--- config.mk ---
export PLATFORM = sky130hd
export DESIGN_NAME = remote_pulse_code_receiver
export DESIGN_NICKNAME = d
export VERILOG_FILES = /design/src/design/rpcr_pkg.sv /design/src/design/rpcr_window.sv /design/src/design/rpcr_decoder.sv /design/src/design/remote_pulse_code_receiver.sv
export SDC_FILE = /design/constraint.sdc
export NUM_CORES = 1
export LEC_CHECK = 0
export CAP_MARGIN = 20
export CORE_UTILIZATION = 64
export CTS_CLUSTER_DIAMETER = 50
export CTS_CLUSTER_SIZE = 14
export DETAILED_ROUTE_END_ITERATION = 7
export DONT_BUFFER_PORTS = 1
export PLACE_DENSITY = 0.8
export REMOVE_ABC_BUFFERS = 1
export SYNTH_ARGS = -nofsm -noshare
export SYNTH_HDL_FRONTEND = slang
export SYNTH_SLANG_ARGS = --single-unit
--- constraint.sdc ---
create_clock -name clk_i -period 5.42 [get_ports clk_i]
set_input_delay 1.084 -clock clk_i [delete_from_list [all_inputs] [get_ports clk_i]]
set_output_delay 1.084 -clock clk_i [all_outputs]
set_load 0.03 [all_outputs]
--- src/design/rpcr_pkg.sv ---
// Package for the remote pulse code receiver.
// Holds field widths, register reset values, register indexes and the window hit struct.
// No dependencies.
package rpcr_pkg;

  localparam int CFG_W      = 16;
  localparam int ELAPSED_W  = 16;
  localparam int CODE_W     = 24;
  localparam int APB_ADDR_W = 3;
  localparam int APB_DATA_W = 32;

  localparam int DEF_CODE_BITS       = 24;
  localparam int DEF_SYNC_LOW_FACTOR = 32;
  localparam int LONG_FACTOR         = 3;

  localparam logic [CFG_W-1:0] WIDTH_MIN_RST = 16'd100;
  localparam logic [CFG_W-1:0] WIDTH_MAX_RST = 16'd1000;

  localparam logic REG_WIDTH_MIN = 1'b0;
  localparam logic REG_WIDTH_MAX = 1'b1;

  typedef struct packed {
    logic hit_short;
    logic hit_long;
    logic hit_sync;
  } rpcr_win_t;

endpackage

--- src/design/rpcr_window.sv ---
// Pulse width classifier: tests one elapsed time against the 1, 3 and sync-length windows.
// Depends on rpcr_pkg.
module rpcr_window import rpcr_pkg::*; #(
  parameter int SYNC_LOW_FACTOR = DEF_SYNC_LOW_FACTOR
) (
  input  logic [CFG_W-1:0]     width_min_i,
  input  logic [CFG_W-1:0]     width_max_i,
  input  logic [ELAPSED_W-1:0] elapsed_i,
  output rpcr_win_t            win_o
);

  localparam int PW = CFG_W + $clog2(SYNC_LOW_FACTOR + 1);

  logic [PW-1:0] t_ext;
  logic [PW-1:0] min_1, max_1;
  logic [PW-1:0] min_3, max_3;
  logic [PW-1:0] min_s, max_s;

  always_comb begin
    t_ext = PW'(elapsed_i);
    min_1 = PW'(width_min_i);
    max_1 = PW'(width_max_i);
    min_3 = min_1 * PW'(LONG_FACTOR);
    max_3 = max_1 * PW'(LONG_FACTOR);
    min_s = min_1 * PW'(SYNC_LOW_FACTOR);
    max_s = max_1 * PW'(SYNC_LOW_FACTOR);
    win_o.hit_short = (min_1 < t_ext) && (t_ext < max_1);
    win_o.hit_long  = (min_3 < t_ext) && (t_ext < max_3);
    win_o.hit_sync  = (min_s < t_ext) && (t_ext < max_s);
  end

endmodule

--- src/design/rpcr_decoder.sv ---
// Frame decoder: phase state machine, code shift register, bit count and result register.
// Depends on rpcr_pkg and the window hits from rpcr_window.
module rpcr_decoder import rpcr_pkg::*; #(
  parameter int CODE_BITS = DEF_CODE_BITS
) (
  input  logic              clk_i,
  input  logic              rst_ni,
  input  logic              fire_i,
  input  logic              level_i,
  input  rpcr_win_t         win_i,
  input  logic              out_ready_i,
  output logic              out_valid_o,
  output logic [CODE_W-1:0] code_o
);

  localparam int CW = $clog2(CODE_BITS + 1);

  typedef enum logic [2:0] {
    PH_IDLE   = 3'd0,
    PH_SYNC_H = 3'd1,
    PH_SYNC_L = 3'd2,
    PH_DATA_H = 3'd3,
    PH_DATA_0 = 3'd4,
    PH_DATA_1 = 3'd5
  } phase_e;

  phase_e            phase_q, phase_d;
  logic [CODE_W-1:0] shift_q, shift_d;
  logic [CW-1:0]     count_q, count_d;
  logic [CW-1:0]     count_inc;
  logic              took;
  logic              emit;
  logic              out_valid_q, out_valid_d;
  logic [CODE_W-1:0] code_q, code_d;

  always_comb begin
    phase_d   = phase_q;
    shift_d   = shift_q;
    count_d   = count_q;
    took      = 1'b0;
    count_inc = count_q + 1'b1;
    if (fire_i) begin
      unique case (phase_q)
        PH_SYNC_H: begin
          if (!level_i) begin
            phase_d = win_i.hit_short ? PH_SYNC_L : PH_IDLE;
          end
        end
        PH_SYNC_L: begin
          if (!level_i) begin
            phase_d = PH_IDLE;
          end else if (win_i.hit_sync) begin
            shift_d = '0;
            count_d = '0;
            phase_d = PH_DATA_H;
          end else begin
            phase_d = PH_SYNC_H;
          end
        end
        PH_DATA_H: begin
          if (level_i) begin
            phase_d = PH_IDLE;
          end else if (win_i.hit_short) begin
            phase_d = PH_DATA_0;
          end else if (win_i.hit_long) begin
            phase_d = PH_DATA_1;
          end else begin
            phase_d = PH_IDLE;
          end
        end
        PH_DATA_0: begin
          if (!level_i) begin
            phase_d = PH_IDLE;
          end else if (win_i.hit_long) begin
            shift_d = {shift_q[CODE_W-2:0], 1'b0};
            count_d = count_inc;
            took    = 1'b1;
            phase_d = PH_DATA_H;
          end else if (win_i.hit_sync) begin
            shift_d = '0;
            count_d = '0;
            phase_d = PH_DATA_H;
          end else begin
            phase_d = PH_SYNC_H;
          end
        end
        PH_DATA_1: begin
          if (!level_i) begin
            phase_d = PH_IDLE;
          end else if (win_i.hit_short) begin
            shift_d = {shift_q[CODE_W-2:0], 1'b1};
            count_d = count_inc;
            took    = 1'b1;
            phase_d = PH_DATA_H;
          end else begin
            phase_d = PH_SYNC_H;
          end
        end
        default: begin
          phase_d = level_i ? PH_SYNC_H : PH_IDLE;
        end
      endcase
    end
    emit = took && (count_inc >= CW'(CODE_BITS));
    if (emit) begin
      phase_d = PH_SYNC_H;
    end
  end

  always_comb begin
    out_valid_d = out_valid_q;
    code_d      = code_q;
    if (emit) begin
      out_valid_d = 1'b1;
      code_d      = shift_d;
    end else if (out_ready_i) begin
      out_valid_d = 1'b0;
    end
  end

  always_ff @(posedge clk_i or negedge rst_ni) begin
    if (!rst_ni) begin
      phase_q     <= PH_IDLE;
      shift_q     <= '0;
      count_q     <= '0;
      out_valid_q <= 1'b0;
    end else begin
      phase_q     <= phase_d;
      shift_q     <= shift_d;
      count_q     <= count_d;
      out_valid_q <= out_valid_d;
    end
  end

  always_ff @(posedge clk_i) begin
    code_q <= code_d;
  end

  assign out_valid_o = out_valid_q;
  assign code_o      = code_q;

endmodule

--- src/design/remote_pulse_code_receiver.sv ---
// Remote pulse code receiver top level: APB registers, edge input register, decoder.
// The edge that completes a code passes the input register, then the result register.
// Throughput: one edge per cycle while no result is stalled in the output register.
// A waiting result stalls the decoder; the input register can still take one item meanwhile.
// Reset (asynchronous, active low) sets the phase to idle, clears the bit count and code
// shift register, empties both registers and loads width_min 100 and width_max 1000.
module remote_pulse_code_receiver import rpcr_pkg::*; #(
  parameter int CODE_BITS       = DEF_CODE_BITS,
  parameter int SYNC_LOW_FACTOR = DEF_SYNC_LOW_FACTOR
) (
  input  logic                  clk_i,
  input  logic                  rst_ni,
  input  logic                  psel,
  input  logic                  penable,
  input  logic                  pwrite,
  input  logic [APB_ADDR_W-1:0] paddr,
  input  logic [APB_DATA_W-1:0] pwdata,
  output logic [APB_DATA_W-1:0] prdata,
  output logic                  pready,
  input  logic                  in_valid_i,
  output logic                  in_ready_o,
  input  logic                  level_i,
  input  logic [ELAPSED_W-1:0]  elapsed_i,
  output logic                  out_valid_o,
  input  logic                  out_ready_i,
  output logic [CODE_W-1:0]     code_o
);

  logic [CFG_W-1:0]     width_min_q, width_max_q;
  logic                 cfg_wr;
  logic                 in_valid_q;
  logic                 level_q;
  logic [ELAPSED_W-1:0] elapsed_q;
  logic                 advance;
  logic                 fire;
  rpcr_win_t            win;

  assign pready = 1'b1;
  assign cfg_wr = psel && penable && pwrite && pready;

  always_ff @(posedge clk_i or negedge rst_ni) begin
    if (!rst_ni) begin
      width_min_q <= WIDTH_MIN_RST;
      width_max_q <= WIDTH_MAX_RST;
    end else if (cfg_wr) begin
      unique case (paddr[2])
        REG_WIDTH_MIN: width_min_q <= pwdata[CFG_W-1:0];
        REG_WIDTH_MAX: width_max_q <= pwdata[CFG_W-1:0];
        default:       width_min_q <= width_min_q;
      endcase
    end
  end

  always_comb begin
    unique case (paddr[2])
      REG_WIDTH_MIN: prdata = APB_DATA_W'(width_min_q);
      REG_WIDTH_MAX: prdata = APB_DATA_W'(width_max_q);
      default:       prdata = '0;
    endcase
  end

  assign advance    = !out_valid_o || out_ready_i;
  assign fire       = in_valid_q && advance;
  assign in_ready_o = !in_valid_q || advance;

  always_ff @(posedge clk_i or negedge rst_ni) begin
    if (!rst_ni) begin
      in_valid_q <= 1'b0;
    end else if (in_valid_i && in_ready_o) begin
      in_valid_q <= 1'b1;
    end else if (fire) begin
      in_valid_q <= 1'b0;
    end
  end

  always_ff @(posedge clk_i) begin
    if (in_valid_i && in_ready_o) begin
      level_q   <= level_i;
      elapsed_q <= elapsed_i;
    end
  end

  rpcr_window #(
    .SYNC_LOW_FACTOR(SYNC_LOW_FACTOR)
  ) u_window (
    .width_min_i(width_min_q),
    .width_max_i(width_max_q),
    .elapsed_i  (elapsed_q),
    .win_o      (win)
  );

  rpcr_decoder #(
    .CODE_BITS(CODE_BITS)
  ) u_decoder (
    .clk_i      (clk_i),
    .rst_ni     (rst_ni),
    .fire_i     (fire),
    .level_i    (level_q),
    .win_i      (win),
    .out_ready_i(out_ready_i),
    .out_valid_o(out_valid_o),
    .code_o     (code_o)
  );

  a_held_item_kept: assert property (@(posedge clk_i) disable iff (!rst_ni)
    (in_valid_q && !advance) |=> (in_valid_q && $stable(level_q) && $stable(elapsed_q)))
    else $error("Held input item was lost or changed while the result was stalled.");

  a_result_from_item: assert property (@(posedge clk_i) disable iff (!rst_ni)
    $rose(out_valid_o) |-> $past(fire))
    else $error("A result appeared without an item being decoded.");

  a_cfg_min_write: assert property (@(posedge clk_i) disable iff (!rst_ni)
    (cfg_wr && (paddr[2] == REG_WIDTH_MIN)) |=> (width_min_q == $past(pwdata[CFG_W-1:0])))
    else $error("width_min register did not take the written value.");

endmodule

==> impl_metrics.py <==
metrics = {
    "run_status": {
        "outcome": "finished with violations",
        "violations": "DRC",
    },
    "clock_tree": {
        "numCtsBuffers": 9,
        "clock_latency_ns": 0.36,
        "clock_sinks": 107,
        "cts.clk_slew.worst_paths_ns": 0.08,
        "cts_root_buffer": "clkbuf_16",
        "cts.htree.levels": 3,
        "clockBufferDepth": 2,
        "holdBufCountCts": 0,
        "cts_tree": "built",
    },
    "worst_setup_path": {
        "path_class": "flop to flop",
        "cp_num_buf_inv": 2,
        "required_ns": 5.53,
        "timing.rr.end": "u_decoder.code_o[1]",
        "reg2reg_depth": 22,
        "rrSetupSlack_ns": 0.35,
        "crit_path_end_kind": "flop",
        "max_stage_delay_ns": 0.46,
        "cpLargestDelayFamily": "compound AO/OA/AOI/OAI gates",
        "path_cells": "ha_1 > inv_1 > fa_1 > nor2b_1 > o31a_1 > nor3_2 > o31ai_1 > o41ai_2 > nor2b_1 > o21a_1 > nor2_1 > xnor2_1 > ha_1 > a211oi_1 > o21ai_0 > a31oi_1 > and4b_1 > o31ai_4 > nor3_2 > o31ai_4 > buf_4 > a22o_2",
        "cp.arrival_ns": 5.18,
        "crit_cells": 22,
        "r2r-start": "width_min_q[1]",
        "slowest_stage": "dfrtp_1",
        "crit_start": "width_min_q[1]",
        "crit_path_start_kind": "flop",
        "cp-endpoint": "u_decoder.code_o[1]",
        "cp_max_fo": 27,
    },
    "synth": {
        "synth_top_family_by_area": "adder cells",
        "synth_enable_flop_cells": 41,
        "muxShareOfSynthArea_pct": 6.59,
        "synth-compound-area-share_pct": 18.7,
        "synthFlopType": "dfrtp_1",
        "ys_types": 71,
        "async_flop_share_pct": 61.7,
        "netlist_area_sq_um": 7720,
        "ys_top_cells_by_area": "ha_1 19%, dfrtp_1 18%, edfxtp_1 16%",
        "synthCells": 716,
        "ys_seq_area_share_pct": 37.5,
        "netlist.area_leader.share_pct": 19.4,
        "synthAdderAreaFrac_pct": 20.0,
        "ys_seq_elements": 107,
        "syn_avg_cell_area_sq_um": 10.8,
        "synth_xor_area_share_pct": 2.95,
        "synth_top_area_cell": "ha_1",
        "yosys_warnings": 0,
        "yosys.area_share.simple_pct": 9.23,
    },
    "timing": {
        "slew_headroom_pct": 25.3,
        "fin_worst_skew_ns": 0.0117,
        "tightest_slew_ns": 1.11,
        "fin_ws_ns": 0.347,
        "rsz0062_at_grt": "false",
        "setup_viol_count_final": 0,
        "period_needed_ns": 5.07,
        "hold_viol": 0,
        "post-route-period-util_pct": 93.6,
        "drv_slew": 0,
        "finalSetupTns_ns": 0,
        "fmax_ghz": 0.197,
    },
    "power": {
        "finalPower_mw": 3.33,
        "p_leak_nw": 3.74,
        "powerDensity_nw_per_um2": 411,
        "peakVddDrop_uv": 296,
    },
    "finish": {
        "layout_common_cells": "120 x ha_1, 57 x dfrtp_1, 47 x inv_1",
        "final_common_cell": "ha_1",
        "post-route-util_pct": 69.7,
        "fin_area_sq_um": 8090,
        "syn2layout_area_growth_pct": 4.73,
        "diodes": 0,
        "nets": 899,
        "drive_above_1_share_pct": 13.3,
    },
    "global_route": {
        "grt_max_degree": 67,
        "grt_pass1_wl_mm": 28.0,
        "grt-ovfl-total": 0,
        "grt_pass1_vias": 5690,
        "grt_use_total_pct": 28.8,
        "antenna_found_initial": 0,
    },
    "routing": {
        "vias_per_cell": 6.60,
        "drt_pass1_iterations": 7,
        "drcViolationCount": 9,
        "vias": 5714,
        "final_antenna_net_count": 0,
        "wire_per_inst_microns": 19.6,
        "drt_iter0_markers": 418,
        "wl_mm": 17.0,
    },
    "floorplanning": {
        "io_pins": 118,
        "start_util_pct": 66.5,
        "die_w_microns": 112,
        "coreArea_sq_um": 11600,
        "dieHeight_microns": 112,
        "dieArea_sq_um": 12500,
        "rows": 39,
    },
    "min_path": {
        "hp-class": "primary input to asynchronous set/reset pin",
    },
    "job": {
        "drv_cap": 0,
    },
    "place": {
        "place_worst_setup_slack_ns": 0.0739,
        "dpl_cell_area_sq_um": 7780,
        "gp_congestion": 0.910,
        "dp.final_hpwl_mm": 12.9,
        "numPortBuffers": 0,
    },
}
where the power goes:
part	leakage (nW)	internal [mW]	switching [mW]
logic	2.38	0.703	0.922
clock network	0.146	0.334	0.317
registers	1.22	0.920	0.134
registers in the layout, summed over array words and instances (netlist names):
name                   cells
u_decoder.code_o          24
u_decoder.shift_q         24
elapsed_q                 16
width_max_q               16
width_min_q               16
u_decoder.count_q          5
u_decoder.phase_q          3
in_valid_q                 1
level_q                    1
u_decoder.out_valid_o      1
area by class of cell:
cell class / count / area (sq um)
inverters: 47 / 176
flip-flops and latches: 107 / 2890
well taps: 143 / 179
multi-input cells: 548 / 4500
repair buffers: 5 / 45.0
clock buffers: 10 / 239
fillers: 859 / 3520
clock inverters: 6 / 52.6
worst register-to-register path, stage by stage, from the launching register on:
cell	delay, ns
dfrtp_1	0.46
ha_1	0.24
inv_1	0.07
fa_1	0.41
nor2b_1	0.19
o31a_1	0.22
nor3_2	0.07
o31ai_1	0.41
o41ai_2	0.17
nor2b_1	0.13
o21a_1	0.12
nor2_1	0.04
xnor2_1	0.13
ha_1	0.32
a211oi_1	0.23
o21ai_0	0.13
a31oi_1	0.14
and4b_1	0.33
o31ai_4	0.16
nor3_2	0.24
o31ai_4	0.07
buf_4	0.24
a22o_2	0.30
cell usage after synthesis, types with 3 or more instances:
| library cell | n |
|---|---|
| edfxtp_1 | 41 |
| and2_1 | 4 |
| buf_4 | 17 |
| o211a_1 | 5 |
| a211oi_1 | 10 |
| a31oi_1 | 6 |
| clkbuf_1 | 6 |
| nand4_1 | 13 |
| nor2b_1 | 12 |
| a211oi_2 | 3 |
| mux2_2 | 44 |
| a22o_2 | 4 |
| nand2_1 | 33 |
| dfstp_2 | 9 |
| xor2_1 | 8 |
| a2111oi_0 | 5 |
| nor3_1 | 5 |
| xnor2_1 | 18 |
| nand2b_1 | 11 |
| o211ai_1 | 6 |
| and3_1 | 5 |
| dfrtp_1 | 57 |
| nor2_1 | 22 |
| buf_6 | 4 |
| ha_1 | 120 |
| a21o_1 | 16 |
| a21oi_1 | 45 |
| o21a_1 | 7 |
| inv_1 | 47 |
| o21bai_1 | 5 |
| a211o_1 | 3 |
| o21ai_0 | 37 |
| nand3_1 | 19 |
| a22o_1 | 20 |
metal layers:
layer	GRT usage, %	vias up	part of all wire, %
met4	11.6	0	2.6
met1	37.5	2788	43
met5	0	-	0
li1	-	2660	-
met3	6.75	41	6.9
met2	46.3	225	47
worst min path at each step:
stage | to | slack, ns | cells after the start
after global placement | u_decoder.shift_q[23] | 0.48 | 1
after global routing | width_min_q[8] | 0.39 | 0
after detailed placement | u_decoder.shift_q[23] | 0.49 | 1
final | width_min_q[4] | 0.41 | 0
after floorplan | u_decoder.shift_q[23] | 0.46 | 1
after CTS | width_min_q[7] | 0.40 | 0
cell families (layout without fill, tap and decap cells):
family	after synthesis	after routing
compound gates	201	201
simple gates	137	137
fa+ha+maj	122	122
flops	107	107
buf+inv	76	68
mux	45	45
xor+xnor	26	26
other cells	2	17
metrics by stage:
stage          hold slack (ns)  instances
2_1_floorplan            0.465        702
3_3_place_gp             0.481        849
3_5_place_dp             0.490        849
4_1_cts                  0.400        865
5_1_grt                  0.394        866
6_report                 0.415        866
what timing repair did:
action | in CTS | in global routing
gates resized for setup | 0 | 2
buffers inserted | 0 | 0
endpoints found under the setup margin | 0 | 47
Power figures use the tool's default switching activity.
